## config.mk

```make
export PLATFORM = sky130hd
export DESIGN_NAME = x86_integer_alu_with_flags_core
export DESIGN_NICKNAME = d
export VERILOG_FILES = /design/src/rtl/core/xialu_pkg.sv /design/src/rtl/core/xialu_exec.sv /design/src/rtl/core/x86_integer_alu_with_flags_core.sv
export SDC_FILE = /design/constraint.sdc
export NUM_CORES = 1
export LEC_CHECK = 0
export BUFFER_PORTS_ARGS = -buffer_cell sky130_fd_sc_hd__buf_2
export CORE_UTILIZATION = 45
export CTS_CLUSTER_SIZE = 8
export DETAILED_ROUTE_END_ITERATION = 16
export GPL_ROUTABILITY_DRIVEN = 0
export PLACE_DENSITY = 0.64
export SLEW_MARGIN = 20
export SYNTH_ARGS = -nofsm -noshare
export SYNTH_HDL_FRONTEND = slang
export SYNTH_SLANG_ARGS = --single-unit
```

## constraint.sdc

```tcl
create_clock -name clk -period 6.95 [get_ports clk]
set_input_delay 0.695 -clock clk [delete_from_list [all_inputs] [get_ports clk]]
set_output_delay 0.695 -clock clk [all_outputs]
set_load 0.05 [all_outputs]
```

## src/rtl/core/xialu_pkg.sv

```systemverilog
// ----------------------------------------------------------------------------
// x86 integer ALU package
// Beat types, flag layout, command codes and adjust constants shared by the
// ALU datapath and the top level.
// ----------------------------------------------------------------------------
package xialu_pkg;

  localparam logic [3:0] CMD_ADD = 4'd0;
  localparam logic [3:0] CMD_OR  = 4'd1;
  localparam logic [3:0] CMD_ADC = 4'd2;
  localparam logic [3:0] CMD_SBB = 4'd3;
  localparam logic [3:0] CMD_AND = 4'd4;
  localparam logic [3:0] CMD_SUB = 4'd5;
  localparam logic [3:0] CMD_XOR = 4'd6;
  localparam logic [3:0] CMD_CMP = 4'd7;
  localparam logic [3:0] CMD_INC = 4'd8;
  localparam logic [3:0] CMD_DEC = 4'd9;
  localparam logic [3:0] CMD_DAA = 4'd10;
  localparam logic [3:0] CMD_DAS = 4'd11;
  localparam logic [3:0] CMD_AAA = 4'd12;
  localparam logic [3:0] CMD_AAS = 4'd13;

  localparam logic [1:0] SIZE_8  = 2'd0;
  localparam logic [1:0] SIZE_16 = 2'd1;

  localparam logic [3:0]  BCD_DIGIT_MAX = 4'h9;
  localparam logic [7:0]  BCD_BYTE_MAX  = 8'h99;
  localparam logic [7:0]  DAA_LOW_LIMIT = 8'hf9;
  localparam logic [7:0]  ADJ_LOW       = 8'h06;
  localparam logic [7:0]  ADJ_HIGH      = 8'h60;
  localparam logic [15:0] ASCII_ADJ     = 16'h0106;
  localparam logic [15:0] ASCII_MASK    = 16'hff0f;

  typedef struct packed {
    logic of;
    logic sf;
    logic zf;
    logic af;
    logic pf;
    logic cf;
  } flags_t;

  typedef struct packed {
    logic [3:0]  command;
    logic [1:0]  operand_size;
    logic [31:0] dest_operand;
    logic [31:0] source_operand;
  } in_t;

  typedef struct packed {
    logic [31:0] result_value;
    logic        write_back;
    logic        carry_flag;
    logic        parity_flag;
    logic        aux_flag;
    logic        zero_flag;
    logic        sign_flag;
    logic        overflow_flag;
  } out_t;

endpackage

```

## src/rtl/core/xialu_exec.sv

```systemverilog
// ----------------------------------------------------------------------------
// x86 integer ALU datapath
// Single-pass arithmetic, logic and BCD adjust logic with flag generation.
// ----------------------------------------------------------------------------
module xialu_exec (
  input  xialu_pkg::in_t    item,
  input  xialu_pkg::flags_t flags_in,
  output xialu_pkg::out_t   result
);
  import xialu_pkg::*;

  logic [31:0] mask;
  logic [31:0] d;
  logic [31:0] s;
  logic [31:0] s_one;
  logic        cin;
  logic [32:0] sum;
  logic [32:0] diff;
  logic [31:0] sum_r;
  logic [31:0] diff_r;
  logic        sum_cf;
  logic [31:0] r;
  logic        wb;
  flags_t      f;

  logic        is_daa;
  logic        is_aaa;
  logic [15:0] ax;
  logic [7:0]  al;
  logic [7:0]  ah;
  logic        low;
  logic        high;
  logic [7:0]  al_step;
  logic        ncf_low;
  logic [7:0]  al1;
  logic [7:0]  al2;
  logic        ncf_dec;
  logic [15:0] ax_ascii;

  function automatic logic size_msb(logic [31:0] v, logic [1:0] sz);
    logic b;
    unique case (sz)
      SIZE_8:  b = v[7];
      SIZE_16: b = v[15];
      default: b = v[31];
    endcase
    return b;
  endfunction

  always_comb begin
    unique case (item.operand_size)
      SIZE_8:  mask = 32'h0000_00ff;
      SIZE_16: mask = 32'h0000_ffff;
      default: mask = 32'hffff_ffff;
    endcase
  end

  assign d      = item.dest_operand & mask;
  assign s      = item.source_operand & mask;
  assign s_one  = ((item.command == CMD_INC) || (item.command == CMD_DEC)) ? 32'd1 : s;
  assign cin    = ((item.command == CMD_ADC) || (item.command == CMD_SBB)) ? flags_in.cf : 1'b0;
  assign sum    = {1'b0, d} + {1'b0, s_one} + {32'd0, cin};
  assign diff   = {1'b0, d} - {1'b0, s_one} - {32'd0, cin};
  assign sum_r  = sum[31:0] & mask;
  assign diff_r = diff[31:0] & mask;

  always_comb begin
    unique case (item.operand_size)
      SIZE_8:  sum_cf = sum[8];
      SIZE_16: sum_cf = sum[16];
      default: sum_cf = sum[32];
    endcase
  end

  assign is_daa  = item.command == CMD_DAA;
  assign is_aaa  = item.command == CMD_AAA;
  assign ax      = item.dest_operand[15:0];
  assign al      = ax[7:0];
  assign ah      = ax[15:8];
  assign low     = (al[3:0] > BCD_DIGIT_MAX) || flags_in.af;
  assign high    = (al > BCD_BYTE_MAX) || flags_in.cf;
  assign al_step = is_daa ? al + ADJ_LOW : al - ADJ_LOW;
  assign ncf_low = low & (flags_in.cf | (is_daa ? (al > DAA_LOW_LIMIT) : (al < ADJ_LOW)));
  assign al1     = low ? al_step : al;
  assign al2     = high ? (is_daa ? al1 + ADJ_HIGH : al1 - ADJ_HIGH) : al1;
  assign ncf_dec = high | (~is_daa & ncf_low);
  assign ax_ascii = (low ? (is_aaa ? ax + ASCII_ADJ : ax - ASCII_ADJ) : ax) & ASCII_MASK;

  always_comb begin
    r  = 32'd0;
    wb = 1'b1;
    f  = flags_in;
    unique case (item.command)
      CMD_ADD, CMD_ADC, CMD_INC: begin
        r    = sum_r;
        f.pf = ~^r[7:0];
        f.zf = r == 32'd0;
        f.sf = size_msb(r, item.operand_size);
        f.of = size_msb(~(d ^ s_one) & (d ^ r), item.operand_size);
        f.af = (d[4] ^ s_one[4] ^ r[4]);
        f.cf = (item.command == CMD_INC) ? flags_in.cf : sum_cf;
      end
      CMD_SBB, CMD_SUB, CMD_CMP, CMD_DEC: begin
        r    = diff_r;
        wb   = item.command != CMD_CMP;
        f.pf = ~^r[7:0];
        f.zf = r == 32'd0;
        f.sf = size_msb(r, item.operand_size);
        f.of = size_msb((d ^ s_one) & (d ^ r), item.operand_size);
        f.af = (d[4] ^ s_one[4] ^ r[4]);
        f.cf = (item.command == CMD_DEC) ? flags_in.cf : diff[32];
      end
      CMD_OR, CMD_AND, CMD_XOR: begin
        if (item.command == CMD_OR) begin
          r = d | s;
        end else if (item.command == CMD_AND) begin
          r = d & s;
        end else begin
          r = d ^ s;
        end
        f.pf = ~^r[7:0];
        f.zf = r == 32'd0;
        f.sf = size_msb(r, item.operand_size);
        f.of = 1'b0;
        f.af = 1'b0;
        f.cf = 1'b0;
      end
      CMD_DAA, CMD_DAS: begin
        r    = {16'd0, ah, al2};
        f.cf = ncf_dec;
        f.af = low;
      end
      CMD_AAA, CMD_AAS: begin
        r    = {16'd0, ax_ascii};
        f.cf = low;
        f.af = low;
      end
      default: begin
        wb = 1'b0;
      end
    endcase
  end

  assign result.result_value  = r;
  assign result.write_back    = wb;
  assign result.carry_flag    = f.cf;
  assign result.parity_flag   = f.pf;
  assign result.aux_flag      = f.af;
  assign result.zero_flag     = f.zf;
  assign result.sign_flag     = f.sf;
  assign result.overflow_flag = f.of;

endmodule

```

## src/rtl/core/x86_integer_alu_with_flags_core.sv

```systemverilog
// ----------------------------------------------------------------------------
// x86 integer ALU with status flags
// An accepted input beat is registered in in_data_r, then its result in out_data_r.
// Throughput is one beat per cycle while the output is not stalled; the flag register
// closes its loop through the datapath between the input and result registers.
// Reset clears both valid bits and all six status flags.
// ----------------------------------------------------------------------------
module x86_integer_alu_with_flags_core (
  input  logic            clk,
  input  logic            rst_n,
  input  logic            in_valid,
  output logic            in_stall,
  input  xialu_pkg::in_t  in_data,
  output logic            out_valid,
  input  logic            out_stall,
  output xialu_pkg::out_t out_data
);
  import xialu_pkg::*;

  logic   in_valid_r;
  in_t    in_data_r;
  logic   out_valid_r;
  logic   out_valid_nxt;
  out_t   out_data_r;
  flags_t flags_r;
  out_t   exec_result;
  flags_t exec_flags;
  logic   out_load;
  logic   in_load;

  xialu_exec u_exec (
    .item     (in_data_r),
    .flags_in (flags_r),
    .result   (exec_result)
  );

  assign exec_flags.cf = exec_result.carry_flag;
  assign exec_flags.pf = exec_result.parity_flag;
  assign exec_flags.af = exec_result.aux_flag;
  assign exec_flags.zf = exec_result.zero_flag;
  assign exec_flags.sf = exec_result.sign_flag;
  assign exec_flags.of = exec_result.overflow_flag;

  assign out_load      = ~out_valid_r | ~out_stall;
  assign in_load       = ~in_valid_r | out_load;
  assign in_stall      = ~in_load;
  assign out_valid_nxt = out_load ? in_valid_r : out_valid_r;

  always_ff @(posedge clk) begin
    if (!rst_n) begin
      in_valid_r  <= 1'b0;
      out_valid_r <= 1'b0;
      flags_r     <= '0;
    end else begin
      out_valid_r <= out_valid_nxt;
      if (in_load) begin
        in_valid_r <= in_valid;
      end
      if (out_load && in_valid_r) begin
        flags_r <= exec_flags;
      end
    end
  end

  always_ff @(posedge clk) begin
    if (in_load && in_valid) begin
      in_data_r <= in_data;
    end
    if (out_load && in_valid_r) begin
      out_data_r <= exec_result;
    end
  end

  assign out_valid = out_valid_r;
  assign out_data  = out_data_r;

endmodule
```

; Word level (Yosys, flattened, before mapping)
; Index checks and enable logic that the tools add are counted.
[totals]
ff_bits = 117
output_inout_bits = 41
[classes]
addsub = 10
order_cmp = 4
n_eq_ne = 15
mux = 27
n_bitwise = 27
reduce_logical = 21
[op_table]
columns = operator, n
row1 = bitwise AND 32 bit, 7
row2 = case mux 32 bit (5 select lines), 1
row3 = 2-to-1 mux 32 bit, 4
row4 = bitwise XOR 32 bit, 4
row5 = zero test 32 bit, 3
row6 = case mux 32 bit (2 select lines), 1
row7 = adder 32 x 32 -> 33 bit, 1
row8 = adder 33 x 1 -> 33 bit, 1
row9 = subtractor 32 x 32 -> 33 bit, 1
row10 = subtractor 33 x 1 -> 33 bit, 1
row11 = 2-to-1 mux 16 bit, 2
row12 = 2-to-1 mux 8 bit, 4
row13 = inverter 32 bit, 1
row14 = OR 32 bit, 1
row15 = "equality test 4 bit, second input constant", 6
row16 = XNOR reduction 8 bit, 3
row17 = "adder 16 x 9 -> 16 bit, second input constant", 1
row18 = "equality test 4 x 3 -> 1 bit, second input constant", 4
row19 = "greater-than comparator 8 bit, second input constant", 2
row20 = "subtractor 16 x 9 -> 16 bit, second input constant", 1
row21 = case mux 1 bit (2 select lines), 7
row22 = OR reduction 10 bit, 1
row23 = case mux 3 bit (3 select lines), 1
row24 = "adder 8 x 3 -> 8 bit, second input constant", 1
row25 = 24 further kinds, 45

; Depth between registers and ports, before layout
[depth]
ltp_word = 11
depth_mapped = 22
ltp_nobuf = 19

; Hierarchy
; From an unflattened synthesis, not the netlist that was laid out.
[unflattened]
hier_cells = 1443
hier_area_um2 = 12467.0
[by_module_without_submodules]
columns = mod, instances, cells_each, area_per_inst_um2, seq_area_each_um2
row1 = xialu_exec, 1, 1300, 8866.0, 0.0
row2 = x86_integer_alu_with_flags_core, 1, 143, 3601.0, 3433.3

; Worst setup path after synthesis
; No wires, ideal clock.
[synth_timing]
kind = register to register
startpoint = register in_data_r[68] (netlist bit)
endpoint = register out_data_r (netlist bit out_data[2]), data pin
setup_time_ns = 0.266
arrival_time_ns = 4.959
required_time_ns = 6.684
setup_slack_ns = 1.725
stages_incl_launch_ff = 21
path_buffers = 1
path_cell_list = edfxtp_1 -> nor2_1 -> and2_1 -> clkbuf_1 -> or2_2 -> fa_1 -> inv_1 -> ha_1 -> or2_2 -> fa_1 -> nand2b_1 -> a31o_2 -> a2bb2oi_1 -> o211ai_1 -> a311o_1 -> a31oi_1 -> o21ai_1 -> xnor2_1 -> a41oi_1 -> and4b_1 -> or3b_1
[synth_rtl]
columns = item, line
row1 = "start, declared", x86_integer_alu_with_flags_core.sv:21  ; in_t in_data_r;
row2 = "start signal, assigned", x86_integer_alu_with_flags_core.sv:67  ; in_data_r <= in_data;
row3 = "end signal, assigned", x86_integer_alu_with_flags_core.sv:70  ; out_data_r <= exec_result;
row4 = "end, declared", x86_integer_alu_with_flags_core.sv:24  ; out_t out_data_r;

==> implementation parameters <==
Parameter                              Value

Worst setup path
  Worst path depth    19
  Slowest CP cell    edfxtp_1
  Cell type group with the largest total delay on the critical path    compound AO/OA/AOI/OAI gates
  Worst-case reg-to-reg path depth    19
  Cells along the critical path    nor2_1 -> and2_1 -> or2_2 -> fa_1 -> inv_1 -> ha_1 -> or2_2 -> fa_1 -> nand2b_1 -> a31o_2 -> a2bb2oi_1 -> o211ai_1 -> a311o_1 -> a31oi_1 -> o21ai_1 -> xnor2_1 -> a41oi_1 -> and4b_1 -> or3b_1
  Count of buffer and inverter cells on the critical path    1
  RR Startpoint    in_data_r[68]
  Worst-path fanout max    15
  Worst Setup Start Kind    flop
  Data required time at the worst endpoint    7.13 ns
  Worst setup path category    reg2reg
  Startpoint of the most critical setup path    in_data_r[68]
  Worst stage delay on the critical path    0.62 ns
  CP Capture Type    flop
  Arrival time reported for the critical path endpoint    6.18 ns

Timing
  Final min period    6.00 ns
  Fin Clk Skew    0.00785 ns
  Post-Route Setup TNS    0 ns
  Minimum setup slack in the final design    0.947 ns
  Max-slew violation count    0
  Fmax    167 MHz
  Endpoints failing setup    0
  Endpoints failing hold    0
  Tightest Pin Transition    0.998 ns
  Unrepaired setup endpoints after global routing    no
  Max_slew headroom    33.5%
  Tcrit/Tclk final    86.4%

GRT
  GRT busiest layer    met2
  Gr ovfl total    0
  Largest net degree at the start of global routing    71
  Global-route usage over all layers    26.4%
  Number of global-route vias before repair    10.8k
  Initial antenna violation count    0
  Grt met3 use    4.70%
  Met2 GRT Util    41.3%
  Global-route met1 utilization    36.3%
  Global-route wire length before repair    58,400 um

Cells and area
  Top library cells by usage in the layout, fill and taps aside    184 x ha_1, 143 x inv_1, 126 x nor2_1
  Most common cell after layout, fill and taps aside    ha_1
  Number of cells in the finished layout apart from fillers    1,882
  Post-layout nets    1,792
  Synthesis-to-finish area growth    11.4%
  Fraction of final layout cells sized beyond drive strength 1    13.0%
  Final standard cell utilization of the core    51.1%
  Number of diodes added for antenna fixing    0
  Area of all placed cells without fillers    0.0138 mm^2

Flow run
  Max cap viols    0

Pwr
  Power per Cell Area    216 mW/mm^2
  Clock group share of total power    29.0%
  Internal cell power    1.79 mW
  Worst supply voltage drop on vdd    0.184 mV
  Switching power of the nets    1.19 mW
  LEAKAGE    6.22 nW
  Flop pwr share    29.1%
  Logic pwr share    42.0%
  Switching share of power    40.0%

Synth
  Number of enable-type register cells in the synthesized netlist    109
  Per-instance average area after synthesis    8.59 um^2
  Post-Syn Area    0.0124 mm^2
  Share of synthesized flip-flops with an asynchronous set or reset    0%
  Commonest register cell after synthesis    edfxtp_1
  Syn Nets    1,709
  Yosys warnings    0
  Yosys cell types    86
  Flops & latches, synth    117
  Register area share after synthesis    27.7%
  Number of standard cells after synthesis    1,445

Clock tree
  Buffer count from post-CTS setup fixing    0
  Post-CTS Hold Fix Bufs    0
  Clock latency of the later-clocked register in the worst-skew pair    0.44 ns
  Clock tree from TritonCTS    done
  Count of clock tree sinks    117
  Number of levels the H-tree was split into    4
  Post_cts resized    0
  Clock-pin slew on the worst setup and hold paths    0.06 ns
  Maximum buffer depth of the clock tree    2
  Cell at the root of the clock tree    clkbuf_16
  Total CTS buffers    17

Placement
  Cell area after placement    0.0133 mm^2
  Final HPWL DP    28,000 um
  Setup WS pre-CTS    1.02 ns
  # placed instances    1,850
  PortBufs    114

Drt
  Count of routing violations after the opening detailed-route iteration    1,202
  DRC errors left    0
  Remaining antenna violation count    0
  Post-DR vias/cell    6.04
  Wire length after detailed routing    36,900 um
  Wire length per cell after detailed routing    19.6 um
  Pre-Repair DR Iteration Count    8
  Vias    11.4k

Min path
  Min-Delay Startpoint    in_data[55]
  Worst hold path class    in2reg
  Hold-critical path depth    1

Status
  Result of the run    finished clean

Floorplan
  Full die area    0.0282 mm^2
  Overall die height    168 um
  Initial core utilization    45.9%
  Floorplan row count    60
  CORE AREA    0.0270 mm^2
  Die Span X    168 um
  Top-level port count    115
cell families (layout without fill, tap and decap cells):
logic type / Yosys count / in the layout / synth area share (%)
compound gates: 394 / 394 / 21.8
xor+xnor: 88 / 88 / 6.21
fa+ha+maj: 190 / 190 / 19.5
buf+inv: 210 / 306 / 6.52
flops: 117 / 117 / 27.7
mux: 27 / 27 / 2.25
simple gates: 419 / 419 / 16.1
power by group through the flow:
stage	clock network [mW]	logic, mW	registers [mW]
after floorplan	0	0.856	0.938
after global placement	0	1.21	0.879
after detailed placement	0	1.22	0.881
after CTS	0.873	1.23	0.866
after global routing	0.902	1.37	0.872
final	0.865	1.25	0.867
worst paths after layout:
path                        end  slack, ns
setup / recovery    out_data[2]       0.95
hold reg to reg       out_valid       0.49
hold / removal    in_data_r[55]       0.43
setup reg to reg    out_data[2]       0.95
synthesized netlist by cell type (all sizes together) (27+ instances only):
cell	count	area share, %
xnor2	67	4.7
a211oi	40	2.5
nor2	126	3.8
clkbuf	43	1.3
inv	149	4.5
nor2b	41	2.1
edfxtp	109	26
nand2	115	3.5
a21oi	104	4.2
nor3	27	1.1
nand3	27	1.1
ha	184	19
o21ai	68	2.8
final cells by class:
type,count,area [um^2]
Multi-Input combinational cell,1118,8190
Sequential cell,117,3430
Clock inverter,15,131
Clock buffer,17,425
Fill cell,2554,13200
Tap cell,341,427
Timing Repair Buffer,123,638
Inverter,151,567
sequential cells by signal, summed over array words and instances, names as in the netlist:
| name | flops |
|---|---|
| out_data | 39 |
| out_valid | 1 |
| flags_r | 6 |
| in_valid_r | 1 |
| in_data_r | 70 |
routing by layer:
metal	vias to the layer above	routed length [um]
met3	98	3120
li1	5402	-
met5	-	0
met2	545	16100
met1	5330	16300
met4	0	1290
through the flow:
step,hold slack [ns],power [mW]
floorplan,0.445,1.79
global placement,0.478,2.09
detailed placement,0.491,2.10
CTS,0.425,2.97
global route,0.419,3.14
finish,0.430,2.98
Note: power is estimated with default switching activity, not from simulation.
